<file path="src/design/rmq_pkg.sv">
// Types and constants shared by the rotation matrix to quaternion pipeline.
// Depends on nothing.
package rmq_pkg;

  localparam int DW = 16;
  localparam int BRW = 2;

  localparam logic [BRW-1:0] BR_TRACE = 2'd0;
  localparam logic [BRW-1:0] BR_X = 2'd1;
  localparam logic [BRW-1:0] BR_Y = 2'd2;
  localparam logic [BRW-1:0] BR_Z = 2'd3;

  localparam logic signed [DW-1:0] SAT_MAX = 16'sd32767;
  localparam logic signed [DW-1:0] SAT_MIN = -16'sd32768;

  typedef logic signed [DW-1:0] smp_t;

endpackage

</file>
<file path="src/design/rmq_sqrt.sv">
// Pipelined restoring integer square root, one result bit per stage.
// Depends on rmq_pkg only through the import convention of the project.
module rmq_sqrt
  import rmq_pkg::*;
#(
  parameter int AW = 34,
  parameter int RW = 17
) (
  input  logic          clk,
  input  logic          en,
  input  logic [AW-1:0] arg,
  output logic [RW-1:0] root
);

  localparam int PW = 2 * RW;

  logic [PW-1:0] rem_r [RW+1];
  logic [RW-1:0] res_r [RW+1];

  assign rem_r[0] = PW'(arg);
  assign res_r[0] = '0;

  for (genvar s = 0; s < RW; s++) begin : g_st
    localparam int B = RW - 1 - s;
    logic [PW-1:0] trial;
    logic [PW-1:0] rem_q;
    logic [RW-1:0] res_q;
    always_comb begin
      trial = (PW'(res_r[s]) << (B + 1)) | (PW'(1) << (2 * B));
    end
    always_ff @(posedge clk) begin
      if (en) begin
        if (rem_r[s] >= trial) begin
          rem_q <= rem_r[s] - trial;
          res_q <= res_r[s] | (RW'(1) << B);
        end else begin
          rem_q <= rem_r[s];
          res_q <= res_r[s];
        end
      end
    end
    assign rem_r[s+1] = rem_q;
    assign res_r[s+1] = res_q;
  end

  assign root = res_r[RW];

endmodule

</file>
<file path="config.mk">
export PLATFORM = sky130hd
export DESIGN_NAME = rmq_sqrt
export DESIGN_NICKNAME = d
export VERILOG_FILES = /design/src/design/rmq_pkg.sv /design/src/design/rmq_sqrt.sv
export SDC_FILE = /design/constraint.sdc
export NUM_CORES = 1
export LEC_CHECK = 0
export BUFFER_PORTS_ARGS = -buffer_cell sky130_fd_sc_hd__buf_4
export CAP_MARGIN = 0
export CORE_MARGIN = 3
export CORE_UTILIZATION = 40
export CTS_BUF_LIST = sky130_fd_sc_hd__clkbuf_8
export DETAILED_ROUTE_END_ITERATION = 10
export GPL_TIMING_DRIVEN = 0
export PLACE_DENSITY_LB_ADDON = 0.2
export SYNTH_ARGS = -nofsm -noshare
export SYNTH_HDL_FRONTEND = slang
export SYNTH_SLANG_ARGS = --single-unit
</file>
<file path="constraint.sdc">
create_clock -name clk -period 3.4 [get_ports clk]
set_clock_uncertainty 0.2 [all_clocks]
set_input_delay 0.51 -clock clk [delete_from_list [all_inputs] [get_ports clk]]
set_output_delay 0.51 -clock clk [all_outputs]
set_load 0.02 [all_outputs]
</file>
==> summary.md, run 1 <==
| Metric | Value |
|---|---|
| WP data required | 3.66 ns |
| Filler cell count | 7,140 |
| Detail-routed via count per cell | 5.186 |
| Number of pins exceeding their max-slew limit in the final report | 0 |
| Classification of the worst setup path | register to register |
| Number of clock buffers inserted by TritonCTS | 118 |
| Compound-gate portion of the synthesized area | 0.08566 |
| Total of endpoints with negative setup slack in the final report | 0 |
| Switching power summed over all nets | 6.392 mW |
| Switching portion of total power | 0.2851 |
| RSZ-0062 raised after global routing | true |
| Cell area after technology mapping | 0.03259 mm^2 |
| DIE WIDTH | 291.4 um |
| Worst reg2reg startpoint | g_st[7].rem_q[26] |
| GRT Overall Usage | 0.1604 |
| Register bit count reported by yosys | 697 |
| Top cells by area in the synthesized netlist | sky130_fd_sc_hd__edfxtp_1 64%, sky130_fd_sc_hd__ha_1 6.4%, sky130_fd_sc_hd__xor2_1 3.0% |
| First-pass GRT wire length | between 100,000 and 150,000 um |
| DRC viols | 0 |
| Clock-pin slew on the worst setup and hold paths | 0.05 ns |
| Share of post-route cells with drive strength above 1 | 0.1308 |
| Sequential element share of the synthesized area | 0.6423 |
| Max-slew headroom | 0.3521 |
| CTS root buf | sky130_fd_sc_hd__clkbuf_8 |
| Critical Path Source Type | register |
| Top cell types by occurrence after synthesis | 697 x sky130_fd_sc_hd__edfxtp_1, 206 x sky130_fd_sc_hd__inv_1, 167 x sky130_fd_sc_hd__nand2_1 |
| Number of iterations in the first detailed-routing pass | 8 |
| Area occupied by multi-input gates | 0.01129 mm^2 |
| Maximum level of the CTS H-tree | 3 |
| Top cell type's share of synthesized area | 0.6423 |
| Gate Count Post-Synth | 2,501 |
| EDFF count, synth | 697 |
| Layout overhead on the synthesized area | 15.94% |
| Remaining global-route overflow | 0 |
| Power per standard cell area | 593.4 mW/mm^2 |
| Endpoint type of the worst setup path | register |
| Total negative setup slack | 0 ns |
| Max VDD drop | 0.3720 mV |
| Sequential fraction of design power | 0.513 |
| Chip Height | 291.4 um |
| Synthesis Warnings | 0 |
| Net count reported at finish | 2,932 |
| Critical Path AT | 3.58 ns |
| Combined flip-flop and latch cell area | 0.02093 mm^2 |
| Share of synthesized registers carrying an async set or reset | 0 |
| Maximum clock path buffer count | 3 |
| Most frequent cell after synthesis | sky130_fd_sc_hd__edfxtp_1 |
| Effective utilization at floorplan | 0.4039 |
| Worst hold margin | around 0.073 ns |
| DRC marker count from the first detailed-route iteration | 1,110 |
| Clock Latency Late Sink | 0.76 ns |
| Cell Rows | 104 |
| Total via count after detailed routing | 20,170 |
| Number of antenna-violating nets in the routed design | 0 |
| Final weighted congestion of routability-driven global placement | 0.9244 |
| Clock tree from TritonCTS | built |
| Highest clock frequency the design can meet | around 300 MHz |
| Fraction of synthesized cell area in xor and xnor cells | 0.05778 |
| Mux cell area share after synthesis | 0.009215 |
| Max-cap check violation count | 0 |
| Number of global-route vias before repair | between 20,000 and 25,000 |
| Non-filler cells in the finished layout | 3,889 |
| Final routed wire length divided by cell count | 17.45 um |
| Hold Crit Start | en |
| Slew at the pin closest to its max-slew limit | 0.9474 ns |
| Count of different cell masters after synthesis | 70 |
| Status | finished, final reports clean |
| Syn Nets | 2,703 |
| Leak | approximately 14 nW |
| Clk sink count | between 600 and 700 |
| Share of power burned in combinational logic | 0.176 |
| Clock period minus final worst setup slack | 3.324 ns |
| Leading area contributor after synthesis | sky130_fd_sc_hd__edfxtp_1 |
| Adder and majority gate portion of the synthesized area | 0.06374 |
| Cell internal pwr | approximately 16 mW |
| Final wirelength | 67,860 um |
| Top-level I/O count | 53 |
| Final hold violations | 0 |
| Classification of the worst-slack hold path | input pin to register |
| Cell area after placement | 0.03445 mm^2 |
| Pin count of the biggest net entering global routing | 141 |
| Final core area utilization | 0.4683 |
| Worst-path maximum fanout | 10 |
| Area of the core | 0.08068 mm^2 |
| Half-perimeter wire length after placement | 49,180 um |
| Combinational family with the most area after synthesis | simple AND/OR/NAND/NOR gates |
| Avg Synthesized Cell Area | 13.03 um^2 |
| Count of input and output buffers | 52 |
| Design area | 0.03778 mm^2 |
| Cell count after placement | 3,618 |
| Launching element of the worst setup path | g_st[7].rem_q[26] |
| Commonest register cell after synthesis | sky130_fd_sc_hd__edfxtp_1 |
| Number of antenna violations at the first check in global routing | 1 |
| Clock network fraction of total power | 0.311 |
| Part of the cycle the worst path needs | 0.9776 |
| Simple-gate portion of the synthesized area | 0.1130 |
| Die footprint | roughly 0.085 mm^2 |
==> kinds of logic after synthesis <==
| family | Yosys count |
|---|---|
| AOI/OAI and AO/OA | 442 |
| xor gates and xnor gates | 215 |
| buffers and inverters | 243 |
| adders and majority gates | 166 |
| DFF | 697 |
| and+or+nand+nor | 710 |
| muxes | 28 |
==> worst max-delay path, cell delays in order, from the launching register on <==
cell	delay [ns]
sky130_fd_sc_hd__edfxtp_1	0.45
sky130_fd_sc_hd__or3_1	0.42
sky130_fd_sc_hd__or3_1	0.37
sky130_fd_sc_hd__or3_1	0.35
sky130_fd_sc_hd__a311o_1	0.36
sky130_fd_sc_hd__or3_1	0.34
sky130_fd_sc_hd__clkbuf_2	0.23
sky130_fd_sc_hd__mux2_1	0.35
==> sequential cells by signal, indices dropped and copies added (netlist names) <==
| register | cells |
|---|---|
| root | 17 |
| g_st.rem_q | 544 |
| g_st.res_q | 136 |
==> path summary, 6_finish.rpt <==
path | slack [ns] | cells after the start | endpoint
max reg2reg | 0.08 | 7 | g_st[8].rem_q[20]
max | 0.08 | 7 | g_st[8].rem_q[20]
min reg2reg | 0.22 | 0 | g_st[13].res_q[12]
min | 0.07 | 1 | g_st[5].rem_q[27]
==> what timing repair did <==
action	CTS	global route
pin swaps	6	17
hold endpoints to repair	35	0
buffers inserted	8	13
hold buffers	35	0
gates resized for setup	69	75
endpoints found under the setup margin	199	165
==> cell usage in the layout (no fill, tap or decap), types with 15 or more instances in the layout <==
master                            n
sky130_fd_sc_hd__a21o_1          43
sky130_fd_sc_hd__a21oi_1        105
sky130_fd_sc_hd__buf_4           76
sky130_fd_sc_hd__clkbuf_8       119
sky130_fd_sc_hd__clkinv_1        40
sky130_fd_sc_hd__clkinv_2        24
sky130_fd_sc_hd__dlygate4sd3_1   35
sky130_fd_sc_hd__edfxtp_1       697
sky130_fd_sc_hd__ha_1           156
sky130_fd_sc_hd__inv_1          231
sky130_fd_sc_hd__mux2_2          15
sky130_fd_sc_hd__nand2_1        166
sky130_fd_sc_hd__nand2b_1        32
sky130_fd_sc_hd__nand3_1         27
sky130_fd_sc_hd__nand4_1         31
sky130_fd_sc_hd__nor2_1         132
sky130_fd_sc_hd__nor2b_1         26
sky130_fd_sc_hd__nor3_1          84
sky130_fd_sc_hd__nor4_1          60
sky130_fd_sc_hd__o21a_1          33
sky130_fd_sc_hd__o21ai_0        122
sky130_fd_sc_hd__o31ai_1         22
sky130_fd_sc_hd__or3_1           31
sky130_fd_sc_hd__xnor2_1        103
sky130_fd_sc_hd__xor2_1         112
==> stage by stage <==
step | power (mW) | setup WS (ns)
floorplan | 14.10 | 0.1979
global placement | 15.27 | -4.112
detailed placement | 15.32 | -0.8570
CTS | 22.53 | -0.03743
global route | 23.67 | -0.004229
finish | 22.42 | 0.07617
==> layout make-up <==
cell class / count / area share
Clock buffer: 118 / 0.04298
Clock inverter: 100 / 0.01547
Multi-Input combinational cell: 1561 / 0.2989
Antenna cell: 1 / 0.00006623
Buffer: 32 / 0.005166
Sequential cell: 697 / 0.5540
Inverter: 207 / 0.02070
Timing Repair Buffer: 113 / 0.02762
Tap cell: 1060 / 0.03510
==> power groups by stage <==
stage | Clock, mW | Combinational (mW) | Sequential (mW)
floorplan | 0 | 2.69 | 11.4
global placement | 0 | 3.56 | 11.7
detailed placement | 0 | 3.67 | 11.6
CTS | 7.25 | 3.80 | 11.5
global route | 7.65 | 4.41 | 11.6
finish | 6.98 | 3.95 | 11.5
==> metal layers <==
layer,up-vias,GRT usage,share of wire
li1,9843,-,-
met1,9669,0.1468,0.34
met2,437,0.3278,0.57
met3,219,0.03006,0.033
met4,0,0.08397,0.054
met5,-,0,0
Power figures use the tool's default switching activity.
==> run 2: changes to the inputs <==
--- a/config.mk
+++ b/config.mk
@@ -7,7 +7,6 @@
 export LEC_CHECK = 0
 export BUFFER_PORTS_ARGS = -buffer_cell sky130_fd_sc_hd__buf_4
 export CAP_MARGIN = 0
-export CORE_MARGIN = 3
 export CORE_UTILIZATION = 40
 export CTS_BUF_LIST = sky130_fd_sc_hd__clkbuf_8
 export DETAILED_ROUTE_END_ITERATION = 10
==> run 2 against run 1 <==
Final cell count barely moved. Clock-buffer cell count unchanged. Via count is 0.73% lower.
==> summary.md, run 2 (synthesis gave the netlist of run 1 again) <==
| Metric | Value |
|---|---|
| Part of the cycle the worst path needs | 0.9857 (+0.008064) |
| Number of iterations in the first detailed-routing pass | 5 (-3) |
| Combined flip-flop and latch cell area | 0.02093 mm^2 (unchanged) |
| DRC viols | 0 (unchanged) |
| Final weighted congestion of routability-driven global placement | 0.9354 (+1.2%) |
| Worst hold margin | 0.09720 ns (+0.02423 ns) |
| Clock tree from TritonCTS | built |
| Number of antenna violations at the first check in global routing | 1 (unchanged) |
| Cell Rows | 104 (unchanged) |
| Clock-pin slew on the worst setup and hold paths | 0.06 ns (about the same) |
| DRC marker count from the first detailed-route iteration | 1,213 (+9.3%) |
| Slew at the pin closest to its max-slew limit | 0.7947 ns (-0.1527 ns) |
| Hold-critical path depth | 1 (unchanged) |
| Maximum clock path buffer count | 3 (unchanged) |
| Number of pins exceeding their max-slew limit in the final report | 0 (unchanged) |
| Area of the core | 0.08055 mm^2 (-0.16%) |
| Endpoint type of the worst setup path | register |
| Max reg flops | 544 (unchanged) |
| Cell area after placement | 0.03445 mm^2 (unchanged) |
| Clk sink count | 697 (unchanged) |
| Max-cap check violation count | 0 (unchanged) |
| Number of global-route vias before repair | 21,350 (-1.7%) |
| Die footprint | 0.08261 mm^2 (-2.7%) |
| Top-level I/O count | 53 (unchanged) |
| Net count reported at finish | 2,930 (-0.068%) |
| Critical Path Source Type | register |
| Clock Latency Late Sink | 0.76 ns (about the same) |
| Highest clock frequency the design can meet | 298.4 MHz (-0.82%) |
| Layout overhead on the synthesized area | 16.22% |
| Maximum level of the CTS H-tree | 3 (unchanged) |
| Status | finished, final reports clean |
| Half-perimeter wire length after placement | 48,250 um (-1.9%) |
| R2R Path End | g_st[15].rem_q[23] |
| Area occupied by multi-input gates | 0.01122 mm^2 (-0.70%) |
| Hold Crit Start | en |
| Setup slack on the worst flop-to-flop path | 0.05 ns (-0.03 ns) |
| Total via count after detailed routing | 20,020 (-0.73%) |
| Count of input and output buffers | 52 (unchanged) |
| Total Power Consumption | 22.91 mW (+2.2%) |
| Most congested layer reported by global routing | met2 |
| Worst-path maximum fanout | 6 (-4) |
| Final routed wire length divided by cell count | 17.32 um (-0.72%) |
| Design area | 0.03787 mm^2 (+0.24%) |
| Total of endpoints with negative setup slack in the final report | 0 (unchanged) |
| Met1 routing resource usage after global routing | 0.1502 (+0.003451) |
| Global Route met3 Usage | 0.02730 (-0.002759) |
| Max-slew headroom | 0.4702 (+0.1181) |
| GRT Overall Usage | 0.1640 (+0.003562) |
| DIE WIDTH | 287.4 um (-1.4%) |
| M2 GR Usage | 0.3370 (+0.009184) |
| Classification of the worst-slack hold path | input pin to register |
| Detail-routed via count per cell | 5.145 (-0.78%) |
| Worst Reg-to-Reg Cells | 11 (+4) |
| Power per standard cell area | 605.0 mW/mm^2 (+2.0%) |
| Worst reg2reg startpoint | g_st[14].rem_q[4] |
| Clock period minus final worst setup slack | 3.351 ns (+0.02742 ns) |
| Register with the most flip-flops | g_st.rem_q |
| Filler cell count | 6,999 (-2.0%) |
| Final hold violations | 0 (unchanged) |
| Critical Path AT | 3.62 ns (+0.04 ns) |
| Max VDD drop | 0.4142 mV (+11%) |
| WP data required | 3.67 ns (about the same) |
| Effective utilization at floorplan | 0.4046 (+0.0006525) |
| Final wirelength | 67,400 um (-0.67%) |
| First-pass GRT wire length | 107,100 um (-1.7%) |
| Remaining global-route overflow | 0 (unchanged) |
| Most common cell after layout, fill and taps aside | sky130_fd_sc_hd__edfxtp_1 |
| Most frequent cells in the layout | 697 x sky130_fd_sc_hd__edfxtp_1, 230 x sky130_fd_sc_hd__inv_1, 166 x sky130_fd_sc_hd__nand2_1 |
| CTS root buf | sky130_fd_sc_hd__clkbuf_8 |
| Number of antenna-violating nets in the routed design | 0 (unchanged) |
| Leak | 14.34 nW (+0.44%) |
| Classification of the worst setup path | register to register |
| Share of post-route cells with drive strength above 1 | 0.1311 (+0.0002609) |
| Pin count of the biggest net entering global routing | 140 (-0.71%) |
| Chip Height | 287.4 um (-1.4%) |
| Worst Hold End | g_st[6].rem_q[30] |
| Number of clock buffers inserted by TritonCTS | 118 (unchanged) |
run 2: changes by cell type in the layout (fill, tap and decap cells not counted), moves of 3 or more:
cell                         previous run  this run
sky130_fd_sc_hd__a21oi_1              105       109
sky130_fd_sc_hd__clkinvlp_4             1         4
sky130_fd_sc_hd__nor4_1                60        63
sky130_fd_sc_hd__clkbuf_4               5         2
sky130_fd_sc_hd__clkinv_2              24        29
sky130_fd_sc_hd__clkinv_1              40        30
sky130_fd_sc_hd__nor4_2                 6         3
sky130_fd_sc_hd__ha_1                 156       153
sky130_fd_sc_hd__bufinv_16              3         9
sky130_fd_sc_hd__a21oi_2                7         3
run 2: power by group:
group	switching [mW]	internal, mW
logic	2.21	1.68
registers	0.692	10.8
clock network	3.53	4.01
run 2: final cells by class:
class | instances | area share
multi-input cells | 1561 | 0.2961
well taps | 1060 | 0.03502
inverters | 207 | 0.02061
flip-flops and latches | 697 | 0.5526
plain buffers | 32 | 0.005021
clock inverters | 104 | 0.02048
diodes | 1 | 0.00006607
clock buffers | 118 | 0.04288
repair buffers | 111 | 0.02716
run 2: timing repair:
action | 4_1_cts | 5_1_grt
setup endpoints to repair | 195 | 165
resized for setup | 64 | 69
hold buffers | 35 | 0
endpoints found under the hold margin | 35 | 0
pin swaps | 6 | 14
buffers inserted | 10 | 9
run 2: how the worst max path moves through the flow:
stage,start,endpoint,slack (ns),cells past startpoint
3_5_place_dp,g_st[13].rem_q[10],g_st[14].rem_q[6],-0.81,9
5_1_grt,g_st[14].rem_q[26],g_st[15].rem_q[23],-0.04,10
2_1_floorplan,g_st[11].rem_q[11],g_st[12].rem_q[29],0.20,9
4_1_cts,g_st[14].rem_q[22],g_st[15].rem_q[23],-0.04,11
6_report,g_st[14].rem_q[4],g_st[15].rem_q[23],0.05,11
3_3_place_gp,en,root[1],-4.10,1
run 2: worst max-delay path: stages, from the launching register on:
cell,delay (ns)
sky130_fd_sc_hd__edfxtp_1,0.43
sky130_fd_sc_hd__ha_4,0.31
sky130_fd_sc_hd__nor2b_2,0.17
sky130_fd_sc_hd__o2111ai_1,0.18
sky130_fd_sc_hd__and3_4,0.25
sky130_fd_sc_hd__or2_2,0.32
sky130_fd_sc_hd__o211a_2,0.29
sky130_fd_sc_hd__buf_4,0.16
sky130_fd_sc_hd__or3_1,0.34
sky130_fd_sc_hd__buf_4,0.18
sky130_fd_sc_hd__nor3_1,0.17
sky130_fd_sc_hd__xor2_1,0.10
run 2: per-layer routing:
layer,vias up,wire (um)
li1,9838,-
met5,-,0
met3,198,2006
met2,388,38780
met1,9597,23660
met4,0,2949
run 2: through the flow:
step,cells,setup WS (ns),utilization,setup TNS (ns)
floorplan,2501,0.1979,-,0
global placement,3613,-4.095,0.4259,-2839.21
detailed placement,3618,-0.8122,0.4277,-64.66
CTS,3885,-0.03701,0.4662,-0.06148
global route,3891,-0.04264,0.4702,-0.1687
finish,3891,0.04876,0.4702,0
