**config.mk**
```make
export PLATFORM = sky130hd
export DESIGN_NAME = rmq_div
export DESIGN_NICKNAME = d
export VERILOG_FILES = /design/src/design/rmq_pkg.sv /design/src/design/rmq_div.sv
export SDC_FILE = /design/constraint.sdc
export NUM_CORES = 1
export LEC_CHECK = 0
export ABC_CLOCK_PERIOD_IN_PS = 4100
export BUFFER_PORTS_ARGS = -buffer_cell sky130_fd_sc_hd__buf_2
export CORE_UTILIZATION = 30
export DETAILED_ROUTE_END_ITERATION = 8
export HOLD_SLACK_MARGIN = 0.06
export PLACE_DENSITY = 0.47
export SYNTH_ARGS = -nofsm -noshare
export SYNTH_HDL_FRONTEND = slang
export SYNTH_SLANG_ARGS = --single-unit
```
**constraint.sdc**
```tcl
create_clock -name clk -period 4.1 [get_ports clk]
set_input_delay 0.205 -clock clk [delete_from_list [all_inputs] [get_ports clk]]
set_output_delay 0.205 -clock clk [all_outputs]
set_load 0.01 [all_outputs]
```
**src/design/rmq_pkg.sv**
```systemverilog
// Types and constants shared by the rotation matrix to quaternion pipeline.
// Depends on nothing.
package rmq_pkg;

  localparam int DW = 16;
  localparam int BRW = 2;

  localparam logic [BRW-1:0] BR_TRACE = 2'd0;
  localparam logic [BRW-1:0] BR_X = 2'd1;
  localparam logic [BRW-1:0] BR_Y = 2'd2;
  localparam logic [BRW-1:0] BR_Z = 2'd3;

  localparam logic signed [DW-1:0] SAT_MAX = 16'sd32767;
  localparam logic signed [DW-1:0] SAT_MIN = -16'sd32768;

  typedef logic signed [DW-1:0] smp_t;

endpackage

```
**src/design/rmq_div.sv**
```systemverilog
// Pipelined restoring divider giving d * 2^FRAC / (2 * root), truncated and saturated.
// Depends on rmq_pkg for the sample type and saturation limits.
module rmq_div
  import rmq_pkg::*;
#(
  parameter int RW = 17,
  parameter int FRAC = 14
) (
  input  logic          clk,
  input  logic          en,
  input  logic signed [DW+1:0] num,
  input  logic [RW-1:0] root,
  output smp_t          quo
);

  localparam int QW = DW + 1;
  localparam int NW = DW + 2 + FRAC;
  localparam int DV = RW + 1;
  localparam int RM = DV + 1;

  logic [NW-1:0] n_r [QW+1];
  logic [RM-1:0] rm_r [QW+1];
  logic [QW-1:0] q_r [QW+1];
  logic [DV-1:0] dv_r [QW+1];
  logic          ng_r [QW+1];
  logic          zr_r [QW+1];
  logic          nz_r [QW+1];
  logic          ov_r [QW+1];

  logic [DW+1:0] mag;
  logic [NW-1:0] mag_s;
  logic [DV-1:0] den;

  always_comb begin
    mag = num[DW+1] ? (DW+2)'(-num) : num;
    mag_s = NW'(mag) << FRAC;
    den = {root, 1'b0};
  end

  // The bits above the quotient width form the starting remainder; when they
  // reach the divisor the quotient cannot fit and is flagged as overflow.
  assign n_r[0] = mag_s;
  assign rm_r[0] = RM'(mag_s >> QW);
  assign q_r[0] = '0;
  assign dv_r[0] = den;
  assign ng_r[0] = num[DW+1];
  assign zr_r[0] = (root == '0);
  assign nz_r[0] = (num != '0);
  assign ov_r[0] = (den != '0) && ((mag_s >> QW) >= NW'(den));

  for (genvar s = 0; s < QW; s++) begin : g_st
    localparam int B = QW - 1 - s;
    logic [RM-1:0] cand;
    logic [NW-1:0] n_q;
    logic [RM-1:0] rm_q;
    logic [QW-1:0] q_q;
    logic [DV-1:0] dv_q;
    logic ng_q, zr_q, nz_q, ov_q;
    always_comb begin
      cand = {rm_r[s][RM-2:0], n_r[s][B]};
    end
    always_ff @(posedge clk) begin
      if (en) begin
        n_q <= n_r[s];
        dv_q <= dv_r[s];
        ng_q <= ng_r[s];
        zr_q <= zr_r[s];
        nz_q <= nz_r[s];
        ov_q <= ov_r[s];
        if (cand >= RM'(dv_r[s])) begin
          rm_q <= cand - RM'(dv_r[s]);
          q_q <= q_r[s] | (QW'(1) << B);
        end else begin
          rm_q <= cand;
          q_q <= q_r[s];
        end
      end
    end
    assign n_r[s+1] = n_q;
    assign rm_r[s+1] = rm_q;
    assign q_r[s+1] = q_q;
    assign dv_r[s+1] = dv_q;
    assign ng_r[s+1] = ng_q;
    assign zr_r[s+1] = zr_q;
    assign nz_r[s+1] = nz_q;
    assign ov_r[s+1] = ov_q;
  end

  logic [QW-1:0] qf;
  always_comb begin
    qf = q_r[QW];
    if (ov_r[QW] || qf > QW'(32768)) begin
      qf = QW'(32768);
    end
    if (zr_r[QW]) begin
      quo = !nz_r[QW] ? '0 : (ng_r[QW] ? SAT_MIN : SAT_MAX);
    end else if (ng_r[QW]) begin
      quo = DW'(-qf);
    end else if (qf > QW'(32767)) begin
      quo = SAT_MAX;
    end else begin
      quo = DW'(qf);
    end
  end

endmodule
```
==> flow_metrics.tcl, run 1 <==
set metrics [dict create \
    r2r_slack_ns 0.54 \
    grt_pass1_wl_um 143000 \
    setup_viol 0 \
    initial_core_util_pct 30.3 \
    syn_area_per_cell_um2 12.2 \
    boundaryPins 53 \
    cts_sinks 771 \
    grt_usage_pct 13.3 \
    cts_root_buf "clkbuf_16" \
    critPathLaunchType "flop" \
    dieArea_mm2 0.138 \
    wire_per_inst_um 17.0 \
    max_freq_mhz 250 \
    cap_viol_max_count 0 \
    cts_tree "yes" \
    ant_nets 0 \
    final-seq-area_mm2 0.0232 \
    grt_max_degree 137 \
    drt-total-wl_um 92100 \
    worst_pin_slew_ns 1.04 \
    clock_latency_ns 0.69 \
    vias 25500 \
    p_leak_nw 18.5 \
    post-dp-hpwl_um 68200 \
    syn_area_mm2 0.0410 \
    synth_fp_nets 3727 \
    grt_pass1_vias 24800 \
    slew_headroom_pct 30.6 \
    skew_ns 0.0277 \
    required_ns 3.89 \
    cts_max_path_buffers 3 \
    antenna_found_initial 0 \
    syn-instance-count 3371 \
    io_buffers 52 \
    post-route-period-util_pct 97.4 \
    critPathArrivalTime_ns 3.79 \
    synth_edf_count 771 \
    synth-async-reset-ratio_pct 0 \
    layout.nets 3917 \
    cts_buffers 89 \
    period_needed_ns 4.00 \
    drc_errors 0 \
    fill_cells 13400 \
    htree_levels 3 \
    die_x_um 372 \
    holdWs_ns 0.114 \
    finalHoldViolCount 0 \
    ys_ff_latch 771 \
    finalSetupTns_ns 0 \
    status "finished clean" \
    syn2layout_area_growth_pct 15.0 \
    clkTransAtPathRegs_ns 0.05 \
    power_density_mw_per_mm2 714 \
    coreArea_mm2 0.136 \
    end_kind "output pin" \
    vias_per_cell 4.72 \
    first_pass_iters 5 \
    synth_ff_type "edfxtp_1" \
    die_h_um 372 \
    num_rows 135 \
    vdd_ir_drop_max_v 0.000359 \
    yosysUniqueCellTypes 78 \
    min_path_type "primary input to flop" \
    worst-path-max-fanout 4 \
    crit_type "flop to output pin" \
    rsz0062_at_grt "yes" \
    yosys_warnings 0 \
    multi_input_area_mm2 0.0165 \
    dr.first_iter.drc_count 1654 \
    slew_violations 0 \
    drive_gt1_share_pct 12.4 \
    grt_overflow 0 \
    place.gp.congestion 0.820 \
    seq_area_frac_synth_pct 56.4 \
]
==> area by class of cell <==
| class | instances | share of cell area, % |
|---|---|---|
| Antenna cell | 1 | 0.00530 |
| Clock buffer | 100 | 4.90 |
| Clock inverter | 63 | 1.10 |
| Inverter | 365 | 2.90 |
| Multi-Input combinational cell | 2191 | 34.9 |
| Sequential cell | 771 | 49.0 |
| Tap cell | 1781 | 4.72 |
| Timing Repair Buffer | 143 | 2.38 |
==> state kept, by name, summed over array words and instances (netlist names) <==
name,count
g_st.rm_q,275
g_st.dv_q,272
g_st.q_q,153
g_st.ng_q,17
g_st.nz_q,17
g_st.ov_q,17
g_st.zr_q,17
g_st.n_q,3
==> synthesized netlist by cell type (10+ instances only) <==
| library cell | instances | area share [%] |
|---|---|---|
| mux2_4 | 14 | 0.51 |
| a31oi_1 | 28 | 0.43 |
| edfxtp_1 | 771 | 56 |
| nand3_1 | 38 | 0.46 |
| nor4_1 | 25 | 0.38 |
| clkbuf_1 | 28 | 0.26 |
| nand2b_1 | 34 | 0.52 |
| nand4_1 | 42 | 0.64 |
| nor2_1 | 229 | 2.1 |
| buf_2 | 10 | 0.12 |
| xor2_1 | 73 | 1.6 |
| nand2_1 | 173 | 1.6 |
| mux2i_1 | 24 | 0.59 |
| nor3_1 | 60 | 0.73 |
| o21a_1 | 70 | 1.3 |
| and3_1 | 16 | 0.24 |
| ha_1 | 303 | 9.2 |
| and2_1 | 15 | 0.23 |
| o2111ai_1 | 10 | 0.21 |
| fa_1 | 16 | 0.78 |
| o31ai_1 | 22 | 0.40 |
| a211oi_1 | 13 | 0.24 |
| a21o_1 | 75 | 1.4 |
| mux2_2 | 132 | 3.6 |
| xnor2_1 | 141 | 3.0 |
| o21bai_1 | 10 | 0.18 |
| o31a_1 | 22 | 0.47 |
| o21ai_0 | 186 | 2.3 |
| inv_1 | 364 | 3.3 |
| a21oi_1 | 199 | 2.4 |
| nor2b_1 | 50 | 0.76 |
==> stage by stage <==
step / instance area [um2] / power (mW) / utilization, % / setup slack [ns] / std cells
final: 47200 / 33.7 / 34.8 / 0.105 / 5415
after detailed placement: 43800 / 26.1 / 32.3 / 0.179 / 5209
after floorplan: 41000 / 22.5 / - / 0.494 / 3371
after CTS: 47100 / 34.1 / 34.7 / -0.0447 / 5413
after global routing: 47200 / 36.1 / 34.8 / -0.103 / 5414
after global placement: 43800 / 26.1 / 32.3 / 0.178 / 5209
==> worst max-delay path: stages, from the launching register on <==
cell      delay (ns)
edfxtp_1        0.39
or3_4           0.41
or4_4           0.43
o31a_1          0.28
nor3_4          0.19
nand2_2         0.13
ha_4            0.18
o21ai_2         0.06
nand2_1         0.11
o21ai_2         0.13
buf_6           0.14
a21oi_1         0.04
o21ai_1         0.15
nand2_1         0.07
o21ai_1         0.13
buf_4           0.16
buf_6           0.11
==> layer usage <==
layer,global-route usage [%],wire (um),vias up
li1,-,-,12900
met1,18.1,44400,12200
met2,21.8,43000,352
met3,2.14,2850,107
met4,3.43,1850,0
met5,0,0,-
==> final timing paths <==
check / start / end / cells past startpoint
worst max-delay path: g_st[16].q_q[9] / quo[14] / 16
worst min-delay path: num[11] / g_st[0].rm_q[9] / 4
worst max register to register: g_st[12].rm_q[4] / g_st[13].rm_q[3] / 9
worst min register to register: g_st[3].q_q[15] / g_st[4].q_q[15] / 0
==> logic make-up (layout without fill, tap and decap cells) <==
| logic type | count (synthesis) | after routing | share of synthesized area [%] |
|---|---|---|---|
| buf+inv | 409 | 671 | 3.81 |
| mux | 170 | 170 | 4.72 |
| simple gates | 740 | 740 | 8.74 |
| compound gates | 748 | 748 | 11.8 |
| other cells | 0 | 1 | 0 |
| xor+xnor | 214 | 214 | 4.57 |
| flops | 771 | 771 | 56.4 |
| fa+ha+maj | 319 | 319 | 10.0 |
==> where the power goes <==
part / switching, mW / internal, mW / total (mW)
logic: 7.24 / 6.36 / 13.6
clock network: 3.27 / 4.49 / 7.76
registers: 1.04 / 11.3 / 12.4
total: 11.6 / 22.2 / 33.7
==> what timing repair did <==
| action | 4_1_cts | 5_1_grt |
|---|---|---|
| cloned | 0 | 0 |
| hold buffers | 32 | 0 |
| endpoints found under the hold margin | 74 | 0 |
| gates resized for setup | 21 | 23 |
| setup buffers | 9 | 2 |
| pin swaps | 9 | 10 |
| setup endpoints to repair | 8 | 16 |
==> layout by cell type (no fill, tap or decap), types with 10 or more instances in the layout <==
| cell type | instances |
|---|---|
| edfxtp_1 | 771 |
| inv_1 | 362 |
| ha_1 | 301 |
| nor2_1 | 227 |
| a21oi_1 | 195 |
| o21ai_0 | 180 |
| nand2_1 | 169 |
| xnor2_1 | 141 |
| mux2_2 | 132 |
| clkbuf_16 | 91 |
| a21o_1 | 74 |
| xor2_1 | 73 |
| o21a_1 | 70 |
| nor3_1 | 60 |
| buf_4 | 52 |
| nor2b_1 | 50 |
| buf_2 | 48 |
| nand4_1 | 42 |
| nand3_1 | 38 |
| nand2b_1 | 34 |
| dlygate4sd3_1 | 32 |
| clkinv_1 | 28 |
| a31oi_1 | 27 |
| mux2i_1 | 24 |
| o31a_1 | 22 |
| o31ai_1 | 22 |
| nor4_1 | 21 |
| clkinv_2 | 17 |
| and3_1 | 16 |
| fa_1 | 16 |
| and2_1 | 15 |
| mux2_4 | 14 |
| a211oi_1 | 12 |
| o21bai_1 | 10 |
| o2111ai_1 | 10 |
Power figures use the tool's default switching activity.
==> run 2: changes to the inputs <==
- ABC_AREA: default -> 1
- ABC_CLOCK_PERIOD_IN_PS: 4100 -> 4650
- SKIP_CTS_REPAIR_TIMING: default -> 1
- clock period: 4.1 -> 4.65 ns (I/O delays scaled with it)
==> run 2 against run 1 <==
Effect of this change: combinational power down 14%; clock power down 7.1%; sequential share of layout area down 1.1 points; synthesized area up 3.5%; sequential power down 13%; via count up 11%; total power down 12%; synthesized cell count up 25%; clock skew down 0.0047 ns; routed wire length up 8.6%; critical path depth unchanged; critical endpoint is now quo[15]; largest cell class unchanged; largest power group unchanged.
==> flow_metrics.tcl, run 2 <==
set metrics [dict create \
    status "finished clean" \
    grt_pass1_vias 27700 \
    synth_top_cells_by_area "edfxtp_1 (55%), ha_1 (8.9%), nand2_1 (6.0%), inv_1 (5.9%), a21oi_1 (4.9%)" \
    grt_usage_pct 14.0 \
    synth_edf_count 771 \
    cts_tree "yes" \
    switchingPower_mw 11.2 \
    power_switching_share_pct 37.7 \
    ant_nets 0 \
    internal_power_mw 18.5 \
    seq_area_frac_synth_pct 54.5 \
    worst_pin_slew_ns 0.846 \
    slew_violations 0 \
    cts_root_buf "clkbuf_16" \
    yosysMostFrequentCell "edfxtp_1" \
    crit_type "flop to output pin" \
    final_common_cell "edfxtp_1" \
    initial_core_util_pct 30.3 \
    cts_buffers 90 \
    final-seq-area_mm2 0.0232 \
    antenna_found_initial 6 \
    finalSetupTns_ns 0 \
    power_frac_comb_pct 39.4 \
    finalHoldViolCount 0 \
    layout.nets 4699 \
    drt-total-wl_um 100000 \
    skew_ns 0.0230 \
    first_pass_iters 5 \
    synth_fp_nets 4556 \
    p_leak_nw 20.8 \
    top_regs "g_st.rm_q (275), g_st.dv_q (272), g_st.q_q (153)" \
    synth_top_family_by_area "simple AND/OR/NAND/NOR gates" \
    grt_pass1_wl_um 156000 \
    critPathArrivalTime_ns 3.42 \
    min_path_type "primary input to flop" \
    htree_levels 3 \
    top_register "g_st.rm_q" \
    yosys_warnings 0 \
    synth_top_area_cell "edfxtp_1" \
    post-dp-hpwl_um 76500 \
    finalPower_mw 29.8 \
    power_density_mw_per_mm2 616 \
    yosys.area_share.adder_pct 9.68 \
    syn2layout_area_growth_pct 13.7 \
    required_ns 4.42 \
    place.gp.congestion 0.841 \
    post-route-period-util_pct 78.6 \
    grt_max_degree 109 \
    r2r_slack_ns 1.66 \
    vdd_ir_drop_max_v 0.000287 \
    worst-path-max-fanout 28 \
    synth-async-reset-ratio_pct 0 \
    syn-instance-count 4200 \
    ys_ff_latch 771 \
    final_cell_mix "edfxtp_1 (771), nand2_1 (679), inv_1 (667)" \
    clock_latency_ns 0.68 \
    die_x_um 378 \
    yosys.area.top_type_share_pct 54.5 \
    cts_sinks 771 \
    synth-xor-area-share_pct 5.09 \
    synth_compound_area_share_pct 10.9 \
    drive_gt1_share_pct 6.59 \
    p_seq_share_pct 36.4 \
    dr.first_iter.drc_count 1889 \
    num_rows 137 \
    antenna_cells 0 \
    rsz0062_at_grt "no" \
    synth_mux_area_share_pct 0 \
    synth-simple-area-share_pct 13.1 \
    syn_area_per_cell_um2 10.1 \
    end_kind "output pin" \
    multi_input_area_mm2 0.0165 \
    grt_overflow 0 \
    synth_ff_type "edfxtp_1" \
    critPathLaunchType "flop" \
    largest_reg_flops 275 \
    vias 28300 \
    cts_max_path_buffers 3 \
    yosysUniqueCellTypes 57 \
    period_needed_ns 3.65 \
    clock_power_share_pct 24.2 \
    synthTopCellsByCount "edfxtp_1 (771), nand2_1 (679), inv_1 (667)" \
    setup_viol 0 \
    wire_per_inst_um 15.9 \
    vias_per_cell 4.50 \
    max_freq_mhz 274 \
    coreArea_mm2 0.140 \
    fill_cells 14200 \
    io_buffers 52 \
    cap_viol_max_count 0 \
    drc_errors 0 \
    boundaryPins 53 \
    dieArea_mm2 0.143 \
    slew_headroom_pct 43.1 \
    clkTransAtPathRegs_ns 0.06 \
    die_h_um 378 \
    syn_area_mm2 0.0425 \
]
## run 2: stage by stage
stage          instance area (um2)  util [%]  instances  worst slack [ns]  hold WS [ns]
4_1_cts                      48100      34.3       6268             0.840        -0.321
3_3_place_gp                 45100      32.2       6104              1.05         0.401
5_1_grt                      48300      34.5       6291             0.665        0.0601
2_1_floorplan                42500         -       4200              1.62         0.331
6_report                     48300      34.5       6291             0.997        0.0577
3_5_place_dp                 45100      32.2       6104              1.01         0.405
## run 2: metal layers
| metal | GRT usage [%] | wire length, um | share of wire, % | vias to the layer above |
|---|---|---|---|---|
| li1 | - | - | - | 14700 |
| met1 | 19.1 | 47900 | 48 | 13100 |
| met2 | 22.7 | 45700 | 46 | 397 |
| met3 | 2.29 | 3440 | 3.4 | 146 |
| met4 | 4.38 | 2870 | 2.9 | 0 |
| met5 | 0 | 0 | 0 | - |
## run 2: area by class of cell
class	count	area share [%]
flip-flops and latches	771	47.9
multi-input cells	2704	34.1
inverters	671	5.22
clock buffers	109	5.03
well taps	1876	4.86
repair buffers	105	1.71
clock inverters	55	1.17
## run 2: power groups by stage
stage          clock network [mW]  logic [mW]  registers (mW)
2_1_floorplan                   0        8.98            10.5
3_3_place_gp                    0        11.7            11.0
3_5_place_dp                    0        11.7            11.0
4_1_cts                      7.47        11.8            10.9
5_1_grt                      7.71        13.4            11.0
6_report                     7.21        11.7            10.8
## run 2: final timing paths
path                                        from          endpoint  depth (start not counted)
worst max register to register   g_st[2].dv_q[1]   g_st[3].rm_q[3]                          9
worst min-delay path                          en      g_st[0].ng_q                          1
worst min register to register  g_st[10].q_q[12]  g_st[11].q_q[12]                          0
worst max-delay path             g_st[16].q_q[9]           quo[15]                         16
## run 2: worst max-delay path, stage by stage (launching register included)
cell	delay, ns
edfxtp_1	0.49
or2_4	0.30
nor2_4	0.12
nand3_4	0.10
nand2_8	0.18
inv_2	0.08
nor2_1	0.18
ha_1	0.18
nand2_1	0.05
inv_1	0.06
nand3_1	0.08
nor2_2	0.13
a21oi_2	0.12
nor2_1	0.13
o21ai_1	0.08
nand2_1	0.27
buf_2	0.20
## run 2: kinds of logic (layout without fill, tap and decap cells)
| kind of cell | count (synthesis) | in the layout |
|---|---|---|
| xor+xnor | 247 | 247 |
| flops | 771 | 771 |
| fa+ha+maj | 319 | 319 |
| buf+inv | 725 | 940 |
| simple gates | 1310 | 1310 |
| compound gates | 828 | 828 |
